## config.mk

```make
export PLATFORM = sky130hd
export DESIGN_NAME = info_frame_stuffing_framer_unit_flat
export DESIGN_NICKNAME = d
export VERILOG_FILES = /design/src/hdl/ifsf_pkg.sv /design/src/hdl/ifsf_chan_if.sv /design/src/hdl/ifsf_builder.sv /design/src/hdl/ifsf_serializer.sv /design/src/hdl/info_frame_stuffing_framer_unit.sv /design/src/flat_wrapper.sv
export VERILOG_INCLUDE_DIRS = /design/src /design/src/hdl
export SDC_FILE = /design/constraint.sdc
export NUM_CORES = 1
export LEC_CHECK = 0
export ABC_CLOCK_PERIOD_IN_PS = 4100
export CORE_UTILIZATION = 55
export DETAILED_ROUTE_END_ITERATION = 7
export DONT_BUFFER_PORTS = 1
export PLACE_DENSITY = 0.79
export SYNTH_ARGS = -nofsm -noshare
export SYNTH_HDL_FRONTEND = slang
export SYNTH_HIERARCHICAL = 1
export SYNTH_SLANG_ARGS = --single-unit
```

## constraint.sdc

```tcl
create_clock -name i_clk -period 4.1 [get_ports i_clk]
set_clock_uncertainty 0.05 [all_clocks]
set_input_delay 0.615 -clock i_clk [delete_from_list [all_inputs] [get_ports i_clk]]
set_output_delay 0.615 -clock i_clk [all_outputs]
set_load 0.05 [all_outputs]
```

## src/hdl/assert_macros.svh

```systemverilog
// Assertion macros shared by the framer RTL.
// Clock and reset names follow the project convention (i_clk, i_rst_n).
`ifndef ASSERT_MACROS_SVH
`define ASSERT_MACROS_SVH

// Same-cycle implication, checked outside reset
`define AST_IMPLY(lbl, ante, cons, msg) \
    lbl: assert property (@(posedge i_clk) disable iff (!i_rst_n) (ante) |-> (cons)) \
        else $error(msg);

// Next-cycle implication, checked outside reset
`define AST_NEXT(lbl, ante, cons, msg) \
    lbl: assert property (@(posedge i_clk) disable iff (!i_rst_n) (ante) |=> (cons)) \
        else $error(msg);

`endif

```

## src/hdl/ifsf_pkg.sv

```systemverilog
// Types and constants for the information-frame stuffing framer.
// No dependencies; used by ifsf_builder, ifsf_serializer, the top level and the testbench.
package ifsf_pkg;

    localparam logic [7:0] FLAG_BYTE    = 8'h7E;
    localparam logic [7:0] ESC_BYTE     = 8'h7D;
    localparam logic [7:0] ESC_XOR      = 8'h20;
    localparam logic [7:0] ADDR_RESET   = 8'h03;
    localparam int         MAX_RESULTS  = 9;
    localparam int         CNT_W        = $clog2(MAX_RESULTS + 1);
    localparam int         IDX_W        = $clog2(MAX_RESULTS);

    // Item kinds on the input channel
    localparam logic ACT_PAYLOAD = 1'b0;
    localparam logic ACT_ACK     = 1'b1;

    typedef logic [7:0] t_cfg;

    typedef struct packed {
        logic       action;
        logic [7:0] data_byte;
        logic       last_payload;
    } t_in_item;

    typedef struct packed {
        logic [7:0] out_byte;
        logic       frame_end;
        logic       run_last;
    } t_out_item;

    // One line byte waiting in the result buffer
    typedef struct packed {
        logic [7:0] line_byte;
        logic       frame_end;
    } t_entry;

    // Builder to serializer: a full result set for one payload transaction
    typedef struct packed {
        logic                             load;
        logic [CNT_W-1:0]                 cnt;
        t_entry [MAX_RESULTS-1:0]         ent;
    } t_load;

endpackage

```

## src/hdl/ifsf_chan_if.sv

```systemverilog
// Valid/ready channel carrying one payload of type T.
// Depends on nothing; instantiated with types from ifsf_pkg.
interface ifsf_chan_if #(parameter type T = logic [7:0]);
    logic valid;
    logic ready;
    T     data;

    modport source (output valid, output data, input ready);
    modport sink   (input valid, input data, output ready);
endinterface

```

## src/hdl/ifsf_builder.sv

```systemverilog
// Frame state and per-transaction result set builder.
// Depends on ifsf_pkg and ifsf_chan_if.
module ifsf_builder (
    input  logic                 i_clk,
    input  logic                 i_rst_n,
    ifsf_chan_if.sink            i_in,
    ifsf_chan_if.sink            i_cfg,
    input  logic                 i_free,
    output ifsf_pkg::t_load      o_load
);

    logic                        r_seq;
    logic [7:0]                  r_acc;
    logic                        r_inside;
    logic [7:0]                  r_addr;
    logic [7:0]                  n_acc;
    logic                        in_take;
    logic                        pay_take;
    logic [7:0]                  ctrl;
    logic [7:0]                  acc_sum;
    logic [ifsf_pkg::CNT_W-1:0]  k;
    ifsf_pkg::t_entry [ifsf_pkg::MAX_RESULTS-1:0] e;

    // Accept input only when the result buffer can take a new set
    assign i_in.ready  = i_free;
    assign i_cfg.ready = 1'b1;
    assign in_take     = i_in.valid && i_in.ready;
    assign pay_take    = in_take && (i_in.data.action == ifsf_pkg::ACT_PAYLOAD);

    // Build header (when opening a frame), stuffed data, and on the last payload stuffed check and closing flag
    always_comb begin
        e       = '0;
        k       = '0;
        ctrl    = {1'b0, r_seq, 6'b0};
        acc_sum = (r_inside ? r_acc : 8'h00) ^ i_in.data.data_byte;
        if (!r_inside) begin
            e[k[ifsf_pkg::IDX_W-1:0]] = '{ifsf_pkg::FLAG_BYTE, 1'b0}; k = k + 1'b1;
            e[k[ifsf_pkg::IDX_W-1:0]] = '{r_addr, 1'b0};              k = k + 1'b1;
            e[k[ifsf_pkg::IDX_W-1:0]] = '{ctrl, 1'b0};                k = k + 1'b1;
            e[k[ifsf_pkg::IDX_W-1:0]] = '{r_addr ^ ctrl, 1'b0};       k = k + 1'b1;
        end
        if (i_in.data.data_byte == ifsf_pkg::FLAG_BYTE ||
            i_in.data.data_byte == ifsf_pkg::ESC_BYTE) begin
            e[k[ifsf_pkg::IDX_W-1:0]] = '{ifsf_pkg::ESC_BYTE, 1'b0};  k = k + 1'b1;
            e[k[ifsf_pkg::IDX_W-1:0]] =
                '{i_in.data.data_byte ^ ifsf_pkg::ESC_XOR, 1'b0};     k = k + 1'b1;
        end else begin
            e[k[ifsf_pkg::IDX_W-1:0]] = '{i_in.data.data_byte, 1'b0}; k = k + 1'b1;
        end
        if (i_in.data.last_payload) begin
            if (acc_sum == ifsf_pkg::FLAG_BYTE || acc_sum == ifsf_pkg::ESC_BYTE) begin
                e[k[ifsf_pkg::IDX_W-1:0]] = '{ifsf_pkg::ESC_BYTE, 1'b0};      k = k + 1'b1;
                e[k[ifsf_pkg::IDX_W-1:0]] = '{acc_sum ^ ifsf_pkg::ESC_XOR, 1'b0};
                k = k + 1'b1;
            end else begin
                e[k[ifsf_pkg::IDX_W-1:0]] = '{acc_sum, 1'b0};                 k = k + 1'b1;
            end
            e[k[ifsf_pkg::IDX_W-1:0]] = '{ifsf_pkg::FLAG_BYTE, 1'b1};         k = k + 1'b1;
        end
        n_acc = i_in.data.last_payload ? 8'h00 : acc_sum;
    end

    assign o_load.load = pay_take;
    assign o_load.cnt  = k;
    assign o_load.ent  = e;

    // Advance frame state on each accepted transaction
    always_ff @(posedge i_clk) begin
        if (!i_rst_n) begin
            r_seq    <= 1'b0;
            r_acc    <= 8'h00;
            r_inside <= 1'b0;
            r_addr   <= ifsf_pkg::ADDR_RESET;
        end else begin
            if (i_cfg.valid) begin
                r_addr <= i_cfg.data;
            end
            if (in_take && i_in.data.action == ifsf_pkg::ACT_ACK) begin
                r_seq <= ~r_seq;
            end
            if (pay_take) begin
                r_acc    <= n_acc;
                r_inside <= ~i_in.data.last_payload;
            end
        end
    end

endmodule

```

## src/hdl/ifsf_serializer.sv

```systemverilog
// Result buffer that sends one line byte per output transaction.
// Depends on ifsf_pkg and ifsf_chan_if.
module ifsf_serializer (
    input  logic                 i_clk,
    input  logic                 i_rst_n,
    input  ifsf_pkg::t_load      i_load,
    output logic                 o_free,
    ifsf_chan_if.source          o_out
);

    logic [ifsf_pkg::CNT_W-1:0]                   r_cnt;
    ifsf_pkg::t_entry [ifsf_pkg::MAX_RESULTS-1:0] r_ent;
    logic                                         take;

    assign o_out.valid          = (r_cnt != '0);
    assign o_out.data.out_byte  = r_ent[0].line_byte;
    assign o_out.data.frame_end = r_ent[0].frame_end;
    assign o_out.data.run_last  = (r_cnt == ifsf_pkg::CNT_W'(1));
    assign take                 = o_out.valid && o_out.ready;
    assign o_free = (r_cnt == '0) || (r_cnt == ifsf_pkg::CNT_W'(1) && take);

    // Hold the count; reload or drop one per transaction
    always_ff @(posedge i_clk) begin
        if (!i_rst_n) begin
            r_cnt <= '0;
        end else if (i_load.load) begin
            r_cnt <= i_load.cnt;
        end else if (take) begin
            r_cnt <= r_cnt - 1'b1;
        end
    end

    // Load a new set, or shift bytes toward the head
    always_ff @(posedge i_clk) begin
        if (i_load.load) begin
            r_ent <= i_load.ent;
        end else if (take) begin
            for (int i = 0; i < ifsf_pkg::MAX_RESULTS - 1; i++) begin
                r_ent[i] <= r_ent[i+1];
            end
        end
    end

endmodule

```

## src/hdl/info_frame_stuffing_framer_unit.sv

```systemverilog
// Top level of the information-frame stuffing framer.
// Depends on ifsf_pkg, ifsf_chan_if, ifsf_builder, ifsf_serializer, assert_macros.svh.
//
//  port    role    payload                                  accepted when
//  i_in    sink    action, data_byte, last_payload          valid && ready
//  o_out   source  out_byte, frame_end, run_last            valid && ready
//  i_cfg   sink    address_byte (8 bits)                    valid && ready (ready always 1)
//
// A payload transaction yields 1 to 9 line bytes, sent one per cycle from the result
// buffer while o_out is ready; the next transaction is taken in the cycle the last byte
// leaves, so no new item, acknowledge or payload, is taken while line bytes remain.
// Reset is synchronous: frame closed, sequence bit 0, address 0x03, buffer empty.
// A stall on o_out holds the buffer and holds off i_in; configuration is never stalled.
`include "assert_macros.svh"

module info_frame_stuffing_framer_unit (
    input  logic         i_clk,
    input  logic         i_rst_n,
    ifsf_chan_if.sink    i_in,
    ifsf_chan_if.sink    i_cfg,
    ifsf_chan_if.source  o_out
);

    ifsf_pkg::t_load ld;
    logic            free;

    ifsf_builder u_builder (
        .i_clk   (i_clk),
        .i_rst_n (i_rst_n),
        .i_in    (i_in),
        .i_cfg   (i_cfg),
        .i_free  (free),
        .o_load  (ld)
    );

    ifsf_serializer u_serializer (
        .i_clk   (i_clk),
        .i_rst_n (i_rst_n),
        .i_load  (ld),
        .o_free  (free),
        .o_out   (o_out)
    );

    // Checks on buffer handoff and frame closing
    `AST_IMPLY(a_load_on_payload, i_in.valid && i_in.ready && i_in.data.action == ifsf_pkg::ACT_PAYLOAD, ld.load, "payload transaction did not load the buffer")
    `AST_IMPLY(a_no_overwrite, ld.load, !o_out.valid || (o_out.ready && o_out.data.run_last), "buffer reloaded while bytes remain")
    `AST_IMPLY(a_load_count, ld.load, ld.cnt != '0 && ld.cnt <= ifsf_pkg::CNT_W'(ifsf_pkg::MAX_RESULTS), "result count out of range")
    `AST_IMPLY(a_flag_is_last, o_out.valid && o_out.data.frame_end, o_out.data.run_last && o_out.data.out_byte == ifsf_pkg::FLAG_BYTE, "closing flag not last result")
    `AST_NEXT(a_load_shows, ld.load, o_out.valid, "loaded set not presented")

endmodule

```

## src/flat_wrapper.sv

```systemverilog
// flat-port wrapper written by rule: the top's interface ports become plain ports
module info_frame_stuffing_framer_unit_flat 
  (i_clk, i_rst_n, i_in_valid, i_in_data, i_in_ready, i_cfg_valid, i_cfg_data, i_cfg_ready, o_out_valid, o_out_data, o_out_ready);
  ifsf_chan_if #(.T(ifsf_pkg::t_in_item)) i_in_i ();
  ifsf_chan_if #(.T(ifsf_pkg::t_cfg)) i_cfg_i ();
  ifsf_chan_if #(.T(ifsf_pkg::t_out_item)) o_out_i ();
  input  logic i_clk;
  input  logic i_rst_n;
  input wire logic [$bits(i_in_i.valid)-1:0] i_in_valid;
  input wire logic [$bits(i_in_i.data)-1:0] i_in_data;
  output wire logic [$bits(i_in_i.ready)-1:0] i_in_ready;
  input wire logic [$bits(i_cfg_i.valid)-1:0] i_cfg_valid;
  input wire logic [$bits(i_cfg_i.data)-1:0] i_cfg_data;
  output wire logic [$bits(i_cfg_i.ready)-1:0] i_cfg_ready;
  output wire logic [$bits(o_out_i.valid)-1:0] o_out_valid;
  output wire logic [$bits(o_out_i.data)-1:0] o_out_data;
  input wire logic [$bits(o_out_i.ready)-1:0] o_out_ready;
  assign i_in_i.valid = i_in_valid;
  assign i_in_i.data = i_in_data;
  assign i_in_ready = i_in_i.ready;
  assign i_cfg_i.valid = i_cfg_valid;
  assign i_cfg_i.data = i_cfg_data;
  assign i_cfg_ready = i_cfg_i.ready;
  assign o_out_valid = o_out_i.valid;
  assign o_out_data = o_out_i.data;
  assign o_out_i.ready = o_out_ready;
  info_frame_stuffing_framer_unit u_core (.i_clk(i_clk), .i_rst_n(i_rst_n), .i_in(i_in_i), .i_cfg(i_cfg_i), .o_out(o_out_i));
endmodule
```

==> impl_metrics.tcl <==
set metrics [dict create \
    post_cts_hold_buffer_count 0 \
    report.final.slew_viol_count 0 \
    clock-sinks 103 \
    route.antenna.remaining_nets 0 \
    gr-total-overflow 0 \
    clock_pin_slew_worst_setup_and_hold_paths_ns 0.08 \
    htreeDepth 3 \
    timing.max_cap.violations 0 \
    syn_area_per_cell_um2 10.1 \
    grt_busiest_layer "met2" \
    clock_latency_ns 0.36 \
    p_leak_nw 2.39 \
    post-route-min-period_ns 3.43 \
    critPathArrivalTime_ns 3.50 \
    gr-usage-met1_pct 36.5 \
    worst-path-max-fanout 18 \
    hp-start "i_rst_n" \
    diodes 0 \
    power_mw 4.26 \
    hpwlAfterDp_mm 11.9 \
    detail_route.wl_per_cell_um 22.7 \
    site_row_count 39 \
    first_global_vias 4882 \
    timing.final.setup_violations 0 \
    synthArstFlopShare_pct 0 \
    synthesis.area_um2 6630 \
    rr_startpoint "u_core/u_builder/r_inside" \
    grt_antenna_before_repair 0 \
    io-pin-count 36 \
    cts_buffers 9 \
    p_per_area_nw_per_um2 617 \
    yosys-top-cells-area "edfxtp_1, mux2_2, dfxtp_1" \
    synth_enable_flop_cells 81 \
    drc 2 \
    grtUsageTotal_pct 28.6 \
    failing_checks "DRC" \
    critical_path_source "u_core/u_builder/r_inside" \
    fmaxAchievable_mhz 292 \
    fp.dieH_um 112 \
    timing.hold.worst.class "in -> reg" \
    fin_setup_tns_ns 0 \
    floorplan.initialDensity_pct 57.3 \
    grt_setup_unrepaired "no" \
    ir_worst_vdd_v 0.000455 \
    synth_cell_types 71 \
    worst-slew-pin-transition_ns 1.16 \
    post-route-cell-area_um2 6900 \
    drt-pass1-iter-count 8 \
    status "complete, but fails checks" \
    max_slew_margin_pct 22.0 \
    final_hold_viol_count 0 \
    initial_drc_count 548 \
    core_area_um2 11600 \
    top_flip_flop_cell_by_instance_count_after_synthesis "edfxtp_1" \
    root_buffer "clkbuf_16" \
    grt_first_pass_wirelength_mm 27.1 \
    flip_flop_and_latch_count_after_synthesis 103 \
    cts_tree "yes" \
    synth_cells 654 \
    count_of_input_and_output_buffers 0 \
    cp-end-kind "flip-flop" \
    synthDominantAreaCellType "edfxtp_1" \
    die_area_um2 12500 \
    placedInstanceArea_um2 6590 \
    die_w_um 112 \
    crit_type "reg -> reg" \
    totalWireLength_mm 17.2 \
    globalRouteMet3Util_pct 6.04 \
    synth_largest_type_area_fraction_pct 36.7 \
    ctsResizeCount 0 \
    cts-root-to-sink-buffers 2 \
    area_added_between_synthesis_and_finish_pct 4.11 \
    finalCoreUtilization_pct 59.7 \
    crit_required_ns 4.17 \
    start_kind "flip-flop" \
    synth_sequential_area_ratio_pct 43.3 \
    cts_post_setup_buffers_inserted 0 \
    viasPerCell 6.70 \
    drive_above_1_share_pct 20.5 \
    final_nets 646 \
    groute.layer.met2.usage_pct 46.4 \
    period_share_pct 83.5 \
    synth.yosys.warnings 6 \
    via_count 5071 \
    gpl.final_weighted_congestion 0.955 \
    grt_start_max_net_pins 53 \
]
-- cell usage in the layout (no fill, tap or decap), types with 3 or more instances in the layout --
master / count
inv_1: 13
dfxtp_1: 21
o31a_1: 3
mux2i_1: 13
nand2_1: 48
inv_6: 3
ha_1: 14
edfxtp_1: 81
or3_1: 3
o211ai_1: 5
nand3_1: 22
a22oi_1: 5
xnor2_1: 15
nand4_1: 6
o21ai_0: 32
xor2_1: 7
buf_4: 19
and2_1: 9
nor2b_1: 17
mux2_2: 72
clkbuf_16: 9
a31oi_1: 6
nor2_1: 35
a211oi_1: 12
and3_1: 7
a21oi_1: 36
conb_1: 3
nor3_1: 9
o22ai_1: 29
-- layout make-up --
type	instances	area [um2]
well taps	143	179
clock buffers	9	225
clock inverters	7	88.8
repair buffers	21	183
multi-input cells	457	3290
fillers	967	4660
flip-flops and latches	103	2870
inverters	17	67.6
-- routing by layer --
metal	up-vias	share of wire, %	wire length [um]
met4	0	3.7	631
met1	2494	42	7140
met2	235	48	8210
met3	47	6.9	1180
met5	-	0	0
li1	2295	-	-
-- final timing paths --
path | endpoint | slack (ns) | cells after the start
worst max-delay path | u_core/u_serializer/r_ent[42] | 0.67 | 7
worst max register to register | u_core/u_serializer/r_ent[42] | 0.67 | 7
worst min-delay path | u_core/u_builder/r_addr[0] | 0.27 | 1
worst min register to register | u_core/u_builder/r_addr[0] | 0.42 | 2
-- synth_stat cells, drive strengths merged, types with 3 or more instances --
cell type and n:
a21oi 37, a211oi 12, o21ai 34, a31oi 6, edfxtp 81, xnor2 15, mux2 74, buf 52
clkbuf 26, nand2 49, ha 14, nand3 22, o22ai 29, nand4 6, xor2 7, a22oi 5
inv 16, and3 7, nor2 36, nor3 9, and2 10, a221oi 3, mux2i 14, o31a 3
nor2b 17, o211ai 5, or3 3, dfxtp 22
-- worst max-delay path: stages (launching register included) --
cell	delay, ns
dfxtp_2	0.56
inv_1	0.12
buf_4	0.19
o21ai_0	0.26
o211ai_1	0.30
o21ai_1	0.98
o221ai_1	0.37
mux2_2	0.35
-- stage by stage --
stage / worst slack, ns / instances / hold slack, ns
2_1_floorplan: 0.104 / 655 / 0.383
3_3_place_gp: 0.712 / 741 / 0.402
3_5_place_dp: 0.690 / 741 / 0.408
4_1_cts: 0.722 / 757 / 0.257
5_1_grt: 0.518 / 757 / 0.260
6_report: 0.675 / 757 / 0.269
-- flip-flops by register name, indices dropped and copies added, names as in the netlist --
register                        cells
u_core/u_builder/r_addr             8
u_core/u_builder/r_seq              1
u_core/u_serializer/r_cnt           4
u_core/u_serializer/r_ent          72
u_core/u_serializer/o_out.data      9
u_core/u_builder/r_inside           1
u_core/u_builder/r_acc              8
-- power breakdown --
group	total (mW)	leakage (nW)	internal [mW]	switching, mW
sequential	2.04	0.957	1.74	0.309
combinational	1.31	1.28	0.570	0.740
clock	0.907	0.150	0.486	0.420
total	4.26	2.39	2.79	1.47
-- logic make-up (layout without fill, tap and decap cells) --
logic type      after synthesis  after routing  synth area share [%]
buf+inv                      95             54                  7.28
simple gates                172            172                  13.1
other cells                   2              3                 0.113
fa+ha+maj                    14             14                  2.64
xor+xnor                     22             22                  2.91
mux                          88             88                  14.9
compound gates              158            158                  15.7
flops                       103            103                  43.3
(Power assumes the default switching activity.)
